===== src/scs_pkg.sv =====
// ----------------------------------------------------------------------------
// scs_pkg
// Shared opcodes and controller state type for the supersequence block.
// ----------------------------------------------------------------------------
package scs_pkg;

   localparam logic [1:0] OP_APPEND_A = 2'd0;
   localparam logic [1:0] OP_APPEND_B = 2'd1;
   localparam logic [1:0] OP_START    = 2'd2;

   typedef enum logic [2:0] {
      ST_IDLE,
      ST_FILL,
      ST_DRAIN,
      ST_WALK_RD,
      ST_WALK_DEC
   } state_type;

endpackage


===== src/scs_if.sv =====
// ----------------------------------------------------------------------------
// scs_if
// Request and response channel interfaces with valid/ready handshake.
// ----------------------------------------------------------------------------
interface scs_req_if;
   logic       valid;
   logic       ready;
   logic [1:0] opcode;
   logic [7:0] symbol;

   modport source (output valid, output opcode, output symbol, input ready);
   modport sink   (input valid, input opcode, input symbol, output ready);
endinterface

interface scs_rsp_if;
   logic       valid;
   logic       ready;
   logic [7:0] out_symbol;
   logic       last_symbol;
   logic       no_symbol;
   logic       overflow;

   modport source (output valid, output out_symbol, output last_symbol,
                   output no_symbol, output overflow, input ready);
   modport sink   (input valid, input out_symbol, input last_symbol,
                   input no_symbol, input overflow, output ready);
endinterface


===== src/scs_cell.sv =====
// ----------------------------------------------------------------------------
// scs_cell
// One column of the LCS array: holds a second-string symbol, computes one
// table entry per row passing through, and keeps the traceback decisions.
// ----------------------------------------------------------------------------
module scs_cell #(
   parameter int MAX_LEN = 32,
   parameter int SW      = 8,
   parameter int RW      = 5,
   parameter int LW      = 6
) (
   input  logic          clock,
   input  logic          reset,
   input  logic          active,
   input  logic          clear,
   input  logic          load_en,
   input  logic [SW-1:0] load_sym,
   input  logic          in_valid,
   input  logic [SW-1:0] in_sym,
   input  logic [RW-1:0] in_row,
   input  logic [LW-1:0] in_right,
   input  logic [LW-1:0] in_diag,
   output logic          out_valid,
   output logic [SW-1:0] out_sym,
   output logic [RW-1:0] out_row,
   output logic [LW-1:0] out_right,
   output logic [LW-1:0] out_diag,
   input  logic [RW-1:0] rd_addr,
   output logic [SW-1:0] col_sym,
   output logic          dec_match,
   output logic          dec_ge
);

   logic [SW-1:0] sym_ff;
   logic [LW-1:0] below_ff;
   logic          valid_ff;
   logic [SW-1:0] a_ff;
   logic [RW-1:0] row_ff;
   logic [LW-1:0] right_ff;
   logic [LW-1:0] diag_ff;
   logic [1:0]    dec_ff;
   logic [1:0]    mem [MAX_LEN];

   logic          match;
   logic          ge;
   logic [LW-1:0] value;

   always_comb begin
      match = (in_sym == sym_ff);
      ge    = (below_ff >= in_right);
      if (!active) begin
         value = '0;
      end else if (match) begin
         value = in_diag + LW'(1);
      end else begin
         value = ge ? below_ff : in_right;
      end
   end

   always_ff @(posedge clock) begin
      if (reset) begin
         valid_ff <= 1'b0;
         below_ff <= '0;
      end else begin
         valid_ff <= in_valid;
         if (clear) begin
            below_ff <= '0;
         end else if (in_valid) begin
            below_ff <= value;
         end
      end
      if (load_en) begin
         sym_ff <= load_sym;
      end
      a_ff     <= in_sym;
      row_ff   <= in_row;
      right_ff <= value;
      diag_ff  <= below_ff;
   end

   // decision store: {match, below >= right} per row
   always_ff @(posedge clock) begin
      if (in_valid && active) begin
         mem[in_row] <= {match, ge};
      end
      dec_ff <= mem[rd_addr];
   end

   assign out_valid = valid_ff;
   assign out_sym   = a_ff;
   assign out_row   = row_ff;
   assign out_right = right_ff;
   assign out_diag  = diag_ff;
   assign col_sym   = sym_ff;
   assign dec_match = dec_ff[1];
   assign dec_ge    = dec_ff[0];

endmodule


===== src/shortest_common_supersequence_top.sv =====
// ----------------------------------------------------------------------------
// shortest_common_supersequence_top
// Shortest common supersequence of two loaded strings, built on a systolic
// row of LCS cells.
// ----------------------------------------------------------------------------
// Usage:
//   req_bus carries one word per cycle while idle: opcode append-to-first,
//   append-to-second or start, plus a symbol. Appends give no response;
//   an append to a full string is dropped and sets overflow.
//   A start fills the LCS array: rows of the first string enter the cell
//   row one per cycle and ripple left one cell per cycle; n is the first
//   length. The walk then reads the decision stores with a registered
//   read and emits one response word per pass through its read and decide
//   states, up to n + m words, the last one flagged. Two empty strings
//   give a single word flagged no_symbol.
//   req_bus.ready is high only while the controller is idle. A stalled
//   rsp_bus holds its word and pauses the walk; the final word may still
//   wait in the output register while new appends are taken.
//   Reset is synchronous: lengths and overflow clear, the controller goes
//   idle and the output register empties. Lengths and overflow also clear
//   when a start is accepted.
// ----------------------------------------------------------------------------
module shortest_common_supersequence_top
   import scs_pkg::*;
#(
   parameter int MAX_LEN      = 32,
   parameter int SYMBOL_WIDTH = 8
) (
   input logic     clock,
   input logic     reset,
   scs_req_if.sink req_bus,
   scs_rsp_if.source rsp_bus
);

   localparam int SW        = (SYMBOL_WIDTH < 8) ? SYMBOL_WIDTH : 8;
   localparam int RW        = (MAX_LEN > 1) ? $clog2(MAX_LEN) : 1;
   localparam int LW        = $clog2(MAX_LEN + 1);
   localparam int DRAIN_LEN = MAX_LEN + 2;
   localparam int CW        = $clog2(DRAIN_LEN + 1);

   state_type     state_ff, state_in;
   logic [LW-1:0] a_len_ff, a_len_in;
   logic [LW-1:0] b_len_ff, b_len_in;
   logic          ovf_ff, ovf_in;
   logic [LW-1:0] n_run_ff, n_run_in;
   logic [LW-1:0] m_run_ff, m_run_in;
   logic          ovf_run_ff, ovf_run_in;
   logic [LW-1:0] r_ff, r_in;
   logic [CW-1:0] cnt_ff, cnt_in;
   logic [LW-1:0] i_ff, i_in;
   logic [LW-1:0] j_ff, j_in;
   logic          rsp_valid_ff, rsp_valid_in;
   logic [SW-1:0] rsp_sym_ff, rsp_sym_in;
   logic          rsp_last_ff, rsp_last_in;
   logic          rsp_none_ff, rsp_none_in;
   logic          rsp_ovf_ff, rsp_ovf_in;

   logic          inj_valid_ff;
   logic [RW-1:0] inj_row_ff;
   logic [SW-1:0] a_rd_ff;
   logic [SW-1:0] first_mem [MAX_LEN];

   logic          accept;
   logic          issue;
   logic          clear;
   logic          a_we;
   logic          b_we;
   logic [RW-1:0] a_addr;
   logic [RW-1:0] row_next;
   logic          slot_free;
   logic          ai, bj;
   logic [RW-1:0] jx;

   // chain links: index MAX_LEN is the injection point, cell g drives g
   logic          lk_valid [MAX_LEN+1];
   logic [SW-1:0] lk_sym   [MAX_LEN+1];
   logic [RW-1:0] lk_row   [MAX_LEN+1];
   logic [LW-1:0] lk_right [MAX_LEN+1];
   logic [LW-1:0] lk_diag  [MAX_LEN+1];
   logic [SW-1:0] col_sym  [MAX_LEN];
   logic          dec_match [MAX_LEN];
   logic          dec_ge    [MAX_LEN];

   assign accept    = req_bus.valid && req_bus.ready;
   assign slot_free = !rsp_valid_ff || rsp_bus.ready;
   assign row_next  = RW'(r_ff - LW'(1));
   assign ai        = (i_ff < n_run_ff);
   assign bj        = (j_ff < m_run_ff);
   assign jx        = j_ff[RW-1:0];

   always_ff @(posedge clock) begin
      if (reset) begin
         state_ff     <= ST_IDLE;
         a_len_ff     <= '0;
         b_len_ff     <= '0;
         ovf_ff       <= 1'b0;
         rsp_valid_ff <= 1'b0;
         inj_valid_ff <= 1'b0;
      end else begin
         state_ff     <= state_in;
         a_len_ff     <= a_len_in;
         b_len_ff     <= b_len_in;
         ovf_ff       <= ovf_in;
         rsp_valid_ff <= rsp_valid_in;
         inj_valid_ff <= issue;
      end
      n_run_ff    <= n_run_in;
      m_run_ff    <= m_run_in;
      ovf_run_ff  <= ovf_run_in;
      r_ff        <= r_in;
      cnt_ff      <= cnt_in;
      i_ff        <= i_in;
      j_ff        <= j_in;
      rsp_sym_ff  <= rsp_sym_in;
      rsp_last_ff <= rsp_last_in;
      rsp_none_ff <= rsp_none_in;
      rsp_ovf_ff  <= rsp_ovf_in;
      inj_row_ff  <= row_next;
   end

   // first string store, one write and one registered read port
   always_ff @(posedge clock) begin
      if (a_we) begin
         first_mem[a_len_ff[RW-1:0]] <= req_bus.symbol[SW-1:0];
      end
      a_rd_ff <= first_mem[a_addr];
   end

   always_comb begin
      state_in     = state_ff;
      a_len_in     = a_len_ff;
      b_len_in     = b_len_ff;
      ovf_in       = ovf_ff;
      n_run_in     = n_run_ff;
      m_run_in     = m_run_ff;
      ovf_run_in   = ovf_run_ff;
      r_in         = r_ff;
      cnt_in       = cnt_ff;
      i_in         = i_ff;
      j_in         = j_ff;
      rsp_valid_in = rsp_valid_ff && !rsp_bus.ready;
      rsp_sym_in   = rsp_sym_ff;
      rsp_last_in  = rsp_last_ff;
      rsp_none_in  = rsp_none_ff;
      rsp_ovf_in   = rsp_ovf_ff;
      issue        = 1'b0;
      clear        = 1'b0;
      a_we         = 1'b0;
      b_we         = 1'b0;
      a_addr       = i_ff[RW-1:0];

      unique case (state_ff)
         ST_IDLE: begin
            if (accept) begin
               case (req_bus.opcode)
                  OP_APPEND_A: begin
                     if (a_len_ff < LW'(MAX_LEN)) begin
                        a_we     = 1'b1;
                        a_len_in = a_len_ff + LW'(1);
                     end else begin
                        ovf_in = 1'b1;
                     end
                  end
                  OP_APPEND_B: begin
                     if (b_len_ff < LW'(MAX_LEN)) begin
                        b_we     = 1'b1;
                        b_len_in = b_len_ff + LW'(1);
                     end else begin
                        ovf_in = 1'b1;
                     end
                  end
                  OP_START: begin
                     clear      = 1'b1;
                     n_run_in   = a_len_ff;
                     m_run_in   = b_len_ff;
                     ovf_run_in = ovf_ff;
                     r_in       = a_len_ff;
                     i_in       = '0;
                     j_in       = '0;
                     a_len_in   = '0;
                     b_len_in   = '0;
                     ovf_in     = 1'b0;
                     state_in   = (a_len_ff != '0) ? ST_FILL : ST_WALK_RD;
                  end
                  default: begin
                  end
               endcase
            end
         end
         ST_FILL: begin
            // feed rows bottom-up, one per cycle
            issue  = 1'b1;
            a_addr = row_next;
            r_in   = r_ff - LW'(1);
            if (r_ff == LW'(1)) begin
               cnt_in   = CW'(DRAIN_LEN);
               state_in = ST_DRAIN;
            end
         end
         ST_DRAIN: begin
            cnt_in = cnt_ff - CW'(1);
            if (cnt_ff == '0) begin
               state_in = ST_WALK_RD;
            end
         end
         ST_WALK_RD: begin
            state_in = ST_WALK_DEC;
         end
         ST_WALK_DEC: begin
            if (slot_free) begin
               rsp_valid_in = 1'b1;
               rsp_ovf_in   = ovf_run_ff;
               rsp_none_in  = 1'b0;
               if (ai && bj) begin
                  if (dec_match[jx]) begin
                     rsp_sym_in = a_rd_ff;
                     i_in       = i_ff + LW'(1);
                     j_in       = j_ff + LW'(1);
                  end else if (dec_ge[jx]) begin
                     rsp_sym_in = a_rd_ff;
                     i_in       = i_ff + LW'(1);
                  end else begin
                     rsp_sym_in = col_sym[jx];
                     j_in       = j_ff + LW'(1);
                  end
               end else if (ai) begin
                  rsp_sym_in = a_rd_ff;
                  i_in       = i_ff + LW'(1);
               end else if (bj) begin
                  rsp_sym_in = col_sym[jx];
                  j_in       = j_ff + LW'(1);
               end else begin
                  // both strings empty
                  rsp_sym_in  = '0;
                  rsp_none_in = 1'b1;
               end
               rsp_last_in = (i_in >= n_run_ff) && (j_in >= m_run_ff);
               state_in    = rsp_last_in ? ST_IDLE : ST_WALK_RD;
            end
         end
         default: begin
            state_in = ST_IDLE;
         end
      endcase
   end

   assign lk_valid[MAX_LEN] = inj_valid_ff;
   assign lk_sym[MAX_LEN]   = a_rd_ff;
   assign lk_row[MAX_LEN]   = inj_row_ff;
   assign lk_right[MAX_LEN] = '0;
   assign lk_diag[MAX_LEN]  = '0;

   for (genvar g = 0; g < MAX_LEN; g++) begin : g_cell
      scs_cell #(
         .MAX_LEN (MAX_LEN),
         .SW      (SW),
         .RW      (RW),
         .LW      (LW)
      ) u_cell (
         .clock     (clock),
         .reset     (reset),
         .active    (LW'(g) < m_run_ff),
         .clear     (clear),
         .load_en   (b_we && (b_len_ff == LW'(g))),
         .load_sym  (req_bus.symbol[SW-1:0]),
         .in_valid  (lk_valid[g+1]),
         .in_sym    (lk_sym[g+1]),
         .in_row    (lk_row[g+1]),
         .in_right  (lk_right[g+1]),
         .in_diag   (lk_diag[g+1]),
         .out_valid (lk_valid[g]),
         .out_sym   (lk_sym[g]),
         .out_row   (lk_row[g]),
         .out_right (lk_right[g]),
         .out_diag  (lk_diag[g]),
         .rd_addr   (i_ff[RW-1:0]),
         .col_sym   (col_sym[g]),
         .dec_match (dec_match[g]),
         .dec_ge    (dec_ge[g])
      );
   end

   assign req_bus.ready       = (state_ff == ST_IDLE);
   assign rsp_bus.valid       = rsp_valid_ff;
   assign rsp_bus.out_symbol  = 8'(rsp_sym_ff);
   assign rsp_bus.last_symbol = rsp_last_ff;
   assign rsp_bus.no_symbol   = rsp_none_ff;
   assign rsp_bus.overflow    = rsp_ovf_ff;

endmodule


===== src/flat_wrapper.sv =====
// flat-port wrapper written by rule: the top's interface ports become plain ports
module shortest_common_supersequence_top_flat import scs_pkg::*;
#(
   parameter int MAX_LEN      = 32,
   parameter int SYMBOL_WIDTH = 8
)
  (clock, reset, req_bus_valid, req_bus_opcode, req_bus_symbol, req_bus_ready, rsp_bus_valid, rsp_bus_out_symbol, rsp_bus_last_symbol, rsp_bus_no_symbol, rsp_bus_overflow, rsp_bus_ready);
  scs_req_if req_bus_i ();
  scs_rsp_if rsp_bus_i ();
  input logic clock;
  input logic reset;
  input wire logic [$bits(req_bus_i.valid)-1:0] req_bus_valid;
  input wire logic [$bits(req_bus_i.opcode)-1:0] req_bus_opcode;
  input wire logic [$bits(req_bus_i.symbol)-1:0] req_bus_symbol;
  output wire logic [$bits(req_bus_i.ready)-1:0] req_bus_ready;
  output wire logic [$bits(rsp_bus_i.valid)-1:0] rsp_bus_valid;
  output wire logic [$bits(rsp_bus_i.out_symbol)-1:0] rsp_bus_out_symbol;
  output wire logic [$bits(rsp_bus_i.last_symbol)-1:0] rsp_bus_last_symbol;
  output wire logic [$bits(rsp_bus_i.no_symbol)-1:0] rsp_bus_no_symbol;
  output wire logic [$bits(rsp_bus_i.overflow)-1:0] rsp_bus_overflow;
  input wire logic [$bits(rsp_bus_i.ready)-1:0] rsp_bus_ready;
  assign req_bus_i.valid = req_bus_valid;
  assign req_bus_i.opcode = req_bus_opcode;
  assign req_bus_i.symbol = req_bus_symbol;
  assign req_bus_ready = req_bus_i.ready;
  assign rsp_bus_valid = rsp_bus_i.valid;
  assign rsp_bus_out_symbol = rsp_bus_i.out_symbol;
  assign rsp_bus_last_symbol = rsp_bus_i.last_symbol;
  assign rsp_bus_no_symbol = rsp_bus_i.no_symbol;
  assign rsp_bus_overflow = rsp_bus_i.overflow;
  assign rsp_bus_i.ready = rsp_bus_ready;
  shortest_common_supersequence_top #(.MAX_LEN(MAX_LEN), .SYMBOL_WIDTH(SYMBOL_WIDTH)) u_core (.clock(clock), .reset(reset), .req_bus(req_bus_i), .rsp_bus(rsp_bus_i));
endmodule

===== config.mk =====
export PLATFORM = sky130hd
export DESIGN_NAME = shortest_common_supersequence_top_flat
export DESIGN_NICKNAME = d
export VERILOG_FILES = /design/src/scs_pkg.sv /design/src/scs_if.sv /design/src/scs_cell.sv /design/src/shortest_common_supersequence_top.sv /design/src/flat_wrapper.sv
export SDC_FILE = /design/constraint.sdc
export NUM_CORES = 2
export LEC_CHECK = 0
export BUFFER_PORTS_ARGS = -buffer_cell sky130_fd_sc_hd__buf_2
export CAP_MARGIN = 20
export CORE_UTILIZATION = 45
export DETAILED_ROUTE_END_ITERATION = 8
export HOLD_SLACK_MARGIN = 0.03
export SLEW_MARGIN = 30
export SYNTH_ARGS = -nofsm -noshare
export SYNTH_HDL_FRONTEND = slang
export SYNTH_SLANG_ARGS = --single-unit

===== constraint.sdc =====
create_clock -name clock -period 4.1 [get_ports clock]
set_input_delay 0 -clock clock [delete_from_list [all_inputs] [get_ports clock]]
set_output_delay 0 -clock clock [all_outputs]
set_load 0.01 [all_outputs]

==> flow_summary.ini <==
[timing]
slew_headroom_pct = 30.1
setup_viol = 0
drv_slew = 0
finalCriticalPeriod_ns = 3.91
clock-skew-final_ns = 0.0861
hold_viol = 0
timing.fmax_mhz = 256
rsz0062_at_grt = no
fin_crit_sh_pct = 95.3
worst_pin_slew_ns = 1.04
tns_ns = 0
setup_slack_ns = 0.194
whs_ns = 0.109

[global_route]
grt_max_degree = 114
antenna_found_initial = 13
grt_pass1_vias = 89900
grt_pass1_wl_um = 546000
track_usage_pct = 21.4
grt-ovfl-total = 0

[logic_synthesis]
async_flop_share_pct = 0
synthCells = 10600
synth_cell_type_count = 77
ys_seq_area_share_pct = 66.9
netlist.area_leader.share_pct = 52.1
synth_edf_count = 2576
yosysWarnings = 0
ys_ff_latch = 3668
synthTopCellsByArea = edfxtp_1 52%, dfxtp_1 15%, mux4_2 6.3%
syn_area_per_cell_um2 = 14.0
dominantRegCellSynth = edfxtp_1
synthesis.nets = 10800
yosysTopAreaCell = edfxtp_1
synth.cell_area_mm2 = 0.148

[drt]
via_per_inst = 5.63
dr.pass1.iters = 5
ant_nets = 0
vias = 87200
postRouteWirelength_um = 360000
drtIter0Drc = 7360
drc = 0
wl_per_cell_um = 23.3

[critical_path]
end_kind = flip-flop
critPathLaunchType = flip-flop
critical-path-top-cell-by-count = a21o_1
required_ns = 4.93
cp_cell_sequence = buf_12, mux4_2, mux2_4, nand3b_1, o2111ai_4, o31ai_4, xor2_1, ha_1, nand2b_1, a21o_1, a21o_1, a211oi_2, buf_4, o21ai_1, o31a_1, a221oi_2
slowest_delay_ns = 0.50
cp_max_fo = 6
path_delay_family = compound AO/OA/AOI/OAI gates
crit_buf_inv = 2
critPathKind = flip-flop to flip-flop
cp_slowest_cell = mux4_2
cp.arrival_ns = 4.73

[power]
vdd_ir_drop_max_mv = 0.400
leakage_uw = 0.0559
total_power_uw = 90200
cellPowerDensity_mw_per_mm2 = 538

[floorplan]
die-width_um = 576
fp.dieH_um = 576
rows = 210
initial_core_util_pct = 45.3
ios = 27
die_area_mm2 = 0.332
coreArea_mm2 = 0.328

[cts]
path_clk_slew_ns = 0.06
insertion_delay_ns = 0.97
htree_levels = 5
cts_tree = done
cts_max_path_buffers = 4
cts_root_buffer = clkbuf_16
numCtsBuffers = 378
clock-sinks = 3668

[final_layout]
nFillCells = 27100
final_common_cell = edfxtp_1
instances_no_fill = 15500
drive_gt1_share_pct = 14.6
multi_input_area_mm2 = 0.0464
final_cell_mix = 2576 x edfxtp_1, 1551 x nor2_1, 1092 x dfxtp_1
regArea_mm2 = 0.0992
area_delta_synth_final_pct = 13.0
final_nets = 11100

[flow_run]
maxCapViolCount = 0

[place]
hpwl_um = 237000
dp_cells = 14800
post-place-ws_ns = 0.0219
place_congestion = 0.865
io_buffers = 26

[hold_path]
hold_path.class = input port to flip-flop

[status]
run_status = complete, no violations
[cell type report]
type,count,area share (%)
clock inverter,176,1.18
multi-input combinational,6166,27.7
clock buffer,527,6.42
timing repair buffer,320,1.65
sequential,3668,59.2
antenna,11,0.0164
inverter,279,0.627
tap,4346,3.24
[cells by family (layout without fill, tap and decap cells)]
logic type	Yosys count	in the layout	synth area share, %
and+or+nand+nor	3118	3118	9.60
buffers and inverters	745	1302	2.01
other	0	11	0
DFF	3668	3668	66.9
xor gates and xnor gates	400	400	2.36
muxes	1113	1113	11.2
adders and majority gates	252	252	2.12
AOI/OAI and AO/OA	1283	1283	5.82
[power by group]
group	leakage (µW)	switching, µW	internal [µW]
registers	0.0314	3020	42200
logic	0.0183	6310	3890
clock network	0.00624	14300	20600
total	0.0559	23600	66600
[per-layer routing]
| layer | share of wire [%] | GRT usage (%) | up-vias |
|---|---|---|---|
| met5 | 0.0028 | 0 | - |
| met4 | 2.6 | 6.09 | 2 |
| met3 | 5.8 | 3.00 | 524 |
| met2 | 48 | 35.3 | 2427 |
| met1 | 44 | 29.5 | 44200 |
| li1 | - | - | 40000 |
[registers in the layout, indices dropped and copies added, names as in the netlist, 3 cells and up]
| register | cells |
|---|---|
| u_core.b_len_ff | 6 |
| u_core.n_run_ff | 6 |
| u_core.a_len_ff | 6 |
| u_core.state_ff | 3 |
| u_core.g_cell.u_cell.out_row | 155 |
| u_core.i_ff | 6 |
| u_core.g_cell.u_cell.below_ff | 192 |
| u_core.inj_row_ff | 5 |
| u_core.g_cell.u_cell.out_diag | 186 |
| u_core.rsp_bus.out_symbol | 8 |
| u_core.g_cell.u_cell.dec_ff | 63 |
| u_core.g_cell.u_cell.mem | 2016 |
| u_core.g_cell.u_cell.out_valid | 31 |
| u_core.cnt_ff | 6 |
| u_core.r_ff | 6 |
| u_core.j_ff | 6 |
| u_core.g_cell.u_cell.out_right | 186 |
| u_core.first_mem | 256 |
| u_core.g_cell.u_cell.out_sym | 248 |
| u_core.a_rd_ff | 8 |
| u_core.g_cell.u_cell.col_sym | 256 |
| u_core.m_run_ff | 6 |
[what timing repair did]
item	in CTS	in global routing
endpoints found under the setup margin	1	3
pin swaps	1	4
setup buffers	0	4
resized for setup	0	11
hold endpoints to repair	496	0
cloned	0	1
hold buffers	22	0
[Yosys cell counts, types with 7 or more instances]
| library cell | number |
|---|---|
| nand4b_1 | 14 |
| buf_2 | 92 |
| mux4_1 | 10 |
| xnor2_1 | 220 |
| a21oi_1 | 332 |
| nor3b_1 | 69 |
| a31o_2 | 74 |
| and3_1 | 142 |
| o31ai_1 | 22 |
| inv_1 | 278 |
| nand4_1 | 72 |
| or3_1 | 73 |
| nor3_1 | 42 |
| a21o_1 | 90 |
| or2_2 | 15 |
| or3b_2 | 40 |
| a211oi_1 | 13 |
| mux2i_1 | 548 |
| o221ai_1 | 180 |
| and2_1 | 40 |
| nor4_1 | 37 |
| o211ai_1 | 11 |
| nand3b_1 | 91 |
| o22ai_1 | 66 |
| dfxtp_1 | 1092 |
| a31oi_1 | 13 |
| ha_1 | 252 |
| nand2b_1 | 74 |
| o21a_1 | 28 |
| clkbuf_1 | 271 |
| mux2_2 | 141 |
| nor2b_1 | 95 |
| nand3_1 | 156 |
| a221o_1 | 70 |
| a32oi_1 | 7 |
| nor2_1 | 1570 |
| nand2_1 | 580 |
| edfxtp_1 | 2576 |
| xor2_1 | 180 |
| mux4_2 | 413 |
| a32o_1 | 18 |
| buf_1 | 89 |
| o21ai_0 | 290 |
| a41o_1 | 12 |
| buf_4 | 9 |
[final timing paths]
| kind | endpoint | from | slack (ns) | cells past startpoint |
|---|---|---|---|---|
| worst min-delay path | u_core.a_len_ff[1]$_SDFFE_PP0P_ | reset | 0.11 | 3 |
| worst max-delay path | u_core.state_ff[0]$_SDFFE_PP0P_ | u_core.j_ff[1]$_SDFFCE_PN0P_ | 0.19 | 16 |
| worst max register to register | u_core.state_ff[0]$_SDFFE_PP0P_ | u_core.j_ff[1]$_SDFFCE_PN0P_ | 0.19 | 16 |
| worst min register to register | u_core.g_cell[12].u_cell.out_sym[5]$_DFF_P_ | u_core.g_cell[13].u_cell.out_sym[5]$_DFF_P_ | 0.33 | 0 |
[tightest hold or removal path: stages]
cell and delay, ns:
dlygate4sd3_1 0.54, buf_4 0.33, nor2_1 0.17
[through the flow]
step / instance area (µm²) / util, %
after CTS: 167000 / 51.1
after global placement: 154000 / 47.2
after detailed placement: 155000 / 47.2
after global routing: 168000 / 51.2
after floorplan: 148000 / -
final: 168000 / 51.2
(Power assumes the default switching activity.)
